$ cat config.mk
export PLATFORM = sky130hd
export DESIGN_NAME = spbc_sqrt
export DESIGN_NICKNAME = d
export VERILOG_FILES = /design/src/rtl/core/spbc_pkg.sv /design/src/rtl/core/spbc_sqrt.sv
export SDC_FILE = /design/constraint.sdc
export NUM_CORES = 1
export LEC_CHECK = 0
export BUFFER_PORTS_ARGS = -buffer_cell sky130_fd_sc_hd__buf_2
export CORE_MARGIN = 3
export CORE_UTILIZATION = 62
export DETAILED_ROUTE_END_ITERATION = 7
export PLACE_DENSITY = 0.84
export SLEW_MARGIN = 15
export SYNTH_ARGS = -nofsm -noshare
export SYNTH_HDL_FRONTEND = slang
export SYNTH_SLANG_ARGS = --single-unit
$ cat constraint.sdc
create_clock -name clk -period 3.7 [get_ports clk]
set_clock_uncertainty 0.15 [all_clocks]
set_input_delay 0.555 -clock clk [delete_from_list [all_inputs] [get_ports clk]]
set_output_delay 0.555 -clock clk [all_outputs]
set_load 0.01 [all_outputs]
$ cat src/rtl/core/spbc_pkg.sv
// shared constants, types and the cordic angle table for the bond classifier
package spbc_pkg;

    localparam int MAX_SITES_DEF   = 256;
    localparam int MAX_CLASSES_DEF = 8;

    localparam int CORDIC_STEPS = 18;
    localparam int STEP_W       = 5;
    localparam int ACC_W        = 21;
    localparam int CORDIC_W     = 30;
    localparam int TILT_W       = 13;
    localparam logic [TILT_W-1:0] TILT_LIMIT = 13'd5760;

    // root widths: length root from a 34 bit sum, tilt height root from a 50 bit word
    localparam int LEN_RW = 17;
    localparam int HGT_RW = 25;

    localparam logic [1:0] OP_LOAD_SITE  = 2'd0;
    localparam logic [1:0] OP_LOAD_CLASS = 2'd1;
    localparam logic [1:0] OP_CLASSIFY   = 2'd2;
    localparam logic [1:0] OP_NONE       = 2'd3;

    typedef struct packed {
        logic signed [15:0] x;
        logic signed [15:0] y;
        logic signed [15:0] z;
    } site_t;

    typedef struct packed {
        logic [15:0]       dmin;
        logic [15:0]       dmax;
        logic [TILT_W-1:0] amin;
        logic [TILT_W-1:0] amax;
    } bclass_t;

    // atan(2^-i) in 1/4096 degree
    function automatic logic signed [ACC_W-1:0] atan_of(input logic [STEP_W-1:0] idx);
        logic signed [ACC_W-1:0] v;
        begin
            unique case (idx)
                5'd0:    v = 21'sd184320;
                5'd1:    v = 21'sd108810;
                5'd2:    v = 21'sd57492;
                5'd3:    v = 21'sd29184;
                5'd4:    v = 21'sd14649;
                5'd5:    v = 21'sd7331;
                5'd6:    v = 21'sd3667;
                5'd7:    v = 21'sd1833;
                5'd8:    v = 21'sd917;
                5'd9:    v = 21'sd458;
                5'd10:   v = 21'sd229;
                5'd11:   v = 21'sd115;
                5'd12:   v = 21'sd57;
                5'd13:   v = 21'sd29;
                5'd14:   v = 21'sd14;
                5'd15:   v = 21'sd7;
                5'd16:   v = 21'sd4;
                5'd17:   v = 21'sd2;
                default: v = 21'sd0;
            endcase
            return v;
        end
    endfunction

endpackage

$ cat src/rtl/core/spbc_sqrt.sv
// bit-serial integer square root, one result bit per cycle
module spbc_sqrt
    import spbc_pkg::*;
#(
    parameter int N = LEN_RW
)
(
    input  logic           clk,
    input  logic           rst_n,
    input  logic           start,
    input  logic [2*N-1:0] radicand,
    output logic           done,
    output logic [N-1:0]   root
);

    localparam int REM_W = N + 3;
    localparam int CNT_W = $clog2(N + 1);

    logic [2*N-1:0]   rad_reg;
    logic [REM_W-1:0] rem_reg;
    logic [N-1:0]     root_reg;
    logic [CNT_W-1:0] cnt_reg;
    logic             busy_reg;
    logic             done_reg;

    logic [REM_W-1:0] rem_sh;
    logic [REM_W-1:0] trial;
    logic             take;

    always_comb
    begin
        rem_sh = {rem_reg[REM_W-3:0], rad_reg[2*N-1 -: 2]};
        trial  = {1'b0, root_reg, 2'b01};
        take   = rem_sh >= trial;
    end

    always_ff @(posedge clk or negedge rst_n)
    begin
        if (!rst_n)
        begin
            busy_reg <= 1'b0;
            done_reg <= 1'b0;
            cnt_reg  <= '0;
        end
        else if (start)
        begin
            busy_reg <= 1'b1;
            done_reg <= 1'b0;
            cnt_reg  <= '0;
        end
        else if (busy_reg)
        begin
            cnt_reg <= cnt_reg + 1'b1;
            if (cnt_reg == CNT_W'(N - 1))
            begin
                busy_reg <= 1'b0;
                done_reg <= 1'b1;
            end
        end
    end

    always_ff @(posedge clk)
    begin
        if (start)
        begin
            rad_reg  <= radicand;
            rem_reg  <= '0;
            root_reg <= '0;
        end
        else if (busy_reg)
        begin
            rad_reg  <= {rad_reg[2*N-3:0], 2'b00};
            rem_reg  <= take ? rem_sh - trial : rem_sh;
            root_reg <= {root_reg[N-2:0], take};
        end
    end

    assign done = done_reg;
    assign root = root_reg;

endmodule

Word level (Yosys, flattened, before mapping) --
Cells that the tools add are included.
Word-level totals: flip-flop bits (word level) 76, output and inout port bits 18, input bits 37, word-level logic and storage cells 24
Cells by class: $lt $le $gt $ge 1, equality and inequality tests 1, reductions and logical operators 3, add/sub/neg operators 2, multiplexer cells 11
Operators by type and width (number):
- $mux W34 | 2
- $ge A20 B19 Y1 | 1
- $mux W18 | 1
- $sub A18 B18 Y18 | 1
- $mux W5 | 2
- $mux W1 | 6
- $add A5 B1 Y5 const B | 1
- $eq A5 B5 Y1 const B | 1
- $reduce_bool A2 Y1 | 2
- $reduce_and A2 Y1 | 1

Longest topological paths before layout --
depth in word-level cells 4, mapped depth 10, gate-level depth less buffers 8

Worst setup path before layout --
Ideal clock, no wire load.
path type register to register, from reg root_reg[15], in the netlist root[15], to reg rem_reg[7], setup slack 1.210 ns, path buffers 1, required time 3.434 ns, stages on the path, launching flop included 10, data arrival time 2.224 ns, cell sequence dfxtp_1 inv_1 ha_1 a21o_1 a211oi_2 nor4b_1 a22oi_2 buf_6 or3_1 o211a_1
Between the ends: cells in the longest elaborated chain, start to end 2
Ends and longest elaborated chain:
- start, declared | line spbc_sqrt.sv:21 | logic [N-1:0] root_reg;
- start signal, assigned | line spbc_sqrt.sv:74 | root_reg <= {root_reg[N-2:0], take};
- $ge A20 B19 Y1 | line spbc_sqrt.sv:34 | take = rem_sh >= trial;
- $mux W18 | line spbc_sqrt.sv:73 | rem_reg <= take ? rem_sh - trial : rem_sh;
- end signal, assigned | line spbc_sqrt.sv:73
- end, declared | line spbc_sqrt.sv:20 | logic [REM_W-1:0] rem_reg;
Every way passes these cells. A chain may end at the register's enable or synchronous reset.

Worst setup path in the final report --
from reg root_reg[4], in the netlist root[4], to reg rem_reg[10]
Between the ends: cells in the longest elaborated chain, start to end 2, elaborated cells between the ends (all ways) 3, those cells by class add/sub (1); order compare (1); mux (1)
Ends and longest elaborated chain (line):
- $sub A18 B18 Y18 or $ge A20 B19 Y1 (tied branches) | spbc_sqrt.sv:73, spbc_sqrt.sv:34
- $mux W18 (*) | spbc_sqrt.sv:73
Mark *: on every way between the ends. The rest lies on a longest branch, timed or not.

==> results.json <==
{
  "drtIter0Drc": 228,
  "max_freq_mhz": 344,
  "die_area_um2": 7830,
  "final_cells": 533,
  "avgSynthCellArea_um2": 10.5,
  "largest_register_ffs": 34,
  "grt_pass1_vias": 3338,
  "final_cell_mix": "buf_2 (54), nor2_1 (53), dfxtp_1 (35), edfxtp_1 (34), mux2_2 (32)",
  "clk_latency_ns": 0.36,
  "seq_area_frac_synth_pct": 44.9,
  "chipWidth_um": 88.5,
  "initial_core_util_pct": 65.3,
  "h-tree-depth": 3,
  "antenna_cells": 0,
  "num_rows": 29,
  "final.period_utilization_pct": 78.7,
  "synthArstFlopShare_pct": 9.21,
  "synth_cell_types": 55,
  "place_congestion": 0.893,
  "cp_max_fo": 14,
  "num_vias": 3266,
  "rsz0062_at_grt": "false",
  "mostFrequentLayoutCell": "buf_2",
  "slowest_delay_ns": 0.49,
  "dp_hpwl_um": 6560,
  "required_ns": 3.82,
  "hold_depth": 2,
  "viasPerCell": 6.13,
  "synth_warnings": 0,
  "fillers": 445,
  "synth_flop_cell": "dfxtp_1",
  "grt_max_degree": 55,
  "drc": 0,
  "ir_drop_mv": 0.331,
  "p_total_mw": 3.46,
  "fp.dieH_um": 88.5,
  "worstSetupPathType": "flip-flop to flip-flop",
  "synth_area_leaders": "edfxtp_1 (24%), dfxtp_1 (17%), mux2_2 (8.5%), mux2i_1 (6.4%), ha_1 (6.2%)",
  "grt_pass1_wl_um": 15600,
  "dp.cells": 515,
  "worst_slack_ns": 0.790,
  "drive_above_1_share_pct": 26.8,
  "clk_pin_slew_worst_paths_ns": 0.09,
  "cts_tree": "yes",
  "rr_endpoint": "rem_reg[10]",
  "powerDensity_nw_per_um2": 731,
  "overflow": 0,
  "maxSlewViolCount": 0,
  "synth_top_cell_by_area": "edfxtp_1",
  "setup_tns_ns": 0,
  "min_period_ns": 2.91,
  "wl_um": 9390,
  "cts_root_buffer": "clkbuf_8",
  "holdPathEnd": "rad_reg[0]",
  "track_usage_pct": 26.0,
  "num-nets-final": 509,
  "io_pins": 55,
  "maxSlewHeadroom_pct": 53.8,
  "worstMarginPinSlew_ns": 0.692,
  "min-delay-start": "radicand[0]",
  "drt_pass1_iterations": 4,
  "avgRoutedWirePerCell_um": 17.6,
  "setup_violations": 0,
  "coreArea_um2": 6460,
  "portBuffers": 54,
  "critPathCaptureType": "flip-flop",
  "path_cells": "inv_1 > ha_1 > nand4_1 > a211oi_2 > o21ai_2 > a22oi_2 > buf_6 > o21ai_0 > a311oi_2",
  "hold_class": "input pin to flip-flop",
  "ant_nets": 0,
  "synth_cells": 401,
  "clock_sinks": 76,
  "hold_viol": 0,
  "reg2regPathDepth": 9,
  "p_leak_nw": 2.13,
  "cp.arrival_ns": 3.03,
  "reg2reg_from": "root[4]",
  "grt_antenna_before_repair": 0,
  "synth_edf_count": 34,
  "slowest_stage": "a22oi_2",
  "syn_to_final_growth_pct": 12.0,
  "syn_nets": 459,
  "status": "completed",
  "clock_path_buffers": 2,
  "post_cts_buffers": 0,
  "yosys.area.top_type_share_pct": 24.2,
  "netlist_area_um2": 4220,
  "synth-seq-cells": 76,
  "dp_slack_ns": 0.458,
  "cts-buffers-inserted": 9,
  "drv_cap": 0,
  "ff2ff_setup_slack_ns": 0.79,
  "hold_slack_ns": 0.328,
  "critPathLaunchType": "flip-flop"
}
==> repair_timing <==
action | in CTS | in global routing
setup endpoints to repair | 0 | 0
resized for setup | 0 | 0
hold buffers | 1 | 0
endpoints found under the hold margin | 7 | 0
==> synth_stat cells (all sizes together), types with 2 or more instances <==
library cell / count
mux2: 32
a211o: 2
ha: 21
o311ai: 2
o21a: 2
xnor2: 11
dfxtp: 35
nand4b: 3
a31oi: 2
mux2i: 27
nor3: 5
clkbuf: 14
a211oi: 11
nor2: 53
or3: 4
edfxtp: 34
o211a: 4
nand2b: 7
dfrtp: 7
a21oi: 15
o221ai: 3
nand4: 5
o21ai: 12
o2111ai: 2
a21o: 3
buf: 7
nand2: 12
and2: 2
nand3: 8
a311oi: 5
nor4: 2
xor2: 6
o211ai: 2
a22oi: 2
and3: 3
inv: 27
==> power by group <==
| part | switching, mW | total (mW) | internal (mW) |
|---|---|---|---|
| Sequential | 0.0921 | 1.10 | 1.01 |
| Combinational | 0.911 | 1.70 | 0.793 |
| Clock | 0.335 | 0.650 | 0.315 |
==> per-layer routing <==
metal	global-route usage [%]	vias up	routed length [µm]
met5	0	-	0
met4	13.3	0	294
met3	7.54	27	639
met2	41.5	113	4570
met1	32.0	1569	3880
li1	-	1557	-
==> cell families (layout without fill, tap and decap cells) <==
| family | Yosys count | after routing | synth area share, % |
|---|---|---|---|
| AOI/OAI and AO/OA | 72 | 72 | 13.0 |
| xor gates and xnor gates | 17 | 17 | 3.53 |
| adders and majority gates | 21 | 21 | 6.23 |
| buffers and inverters | 49 | 104 | 5.10 |
| DFF | 76 | 76 | 44.9 |
| muxes | 59 | 59 | 14.9 |
| and+or+nand+nor | 107 | 107 | 12.3 |
==> worst max-delay path: cells and delay by family, from the launching register on <==
family,cells,cell delay (ns)
AOI/OAI and AO/OA,5,1.36
buffers and inverters,2,0.32
and+or+nand+nor,1,0.18
adders and majority gates,1,0.42
DFF,1,0.38
==> worst max-delay path by stage <==
stage               depth (start not counted)           to  slack (ns)  startpoint
global route                                9   rem_reg[2]        0.55    root[11]
finish                                      9  rem_reg[10]        0.79     root[4]
global placement                            8  rem_reg[10]        0.64     root[4]
CTS                                         8  rem_reg[10]        0.44     root[4]
detailed placement                          8  rem_reg[10]        0.46     root[3]
floorplan                                   9   rem_reg[7]        1.21    root[15]
==> through the flow <==
step	util [%]	cell area, µm²
after floorplan	-	4220
after detailed placement	69.8	4510
after CTS	73.0	4720
after global routing	73.2	4730
after global placement	69.8	4510
final	73.2	4730
==> cell type report <==
cell class | instances | area, µm² | share of cell area, %
multi-input combinational | 276 | 2110 | 44.6
sequential | 76 | 1900 | 40.2
clock inverter | 7 | 73.8 | 1.56
timing repair buffer | 60 | 322 | 6.80
clock buffer | 9 | 124 | 2.62
inverter | 28 | 105 | 2.22
tap | 77 | 96.3 | 2.04
Power figures use the tool's default switching activity.
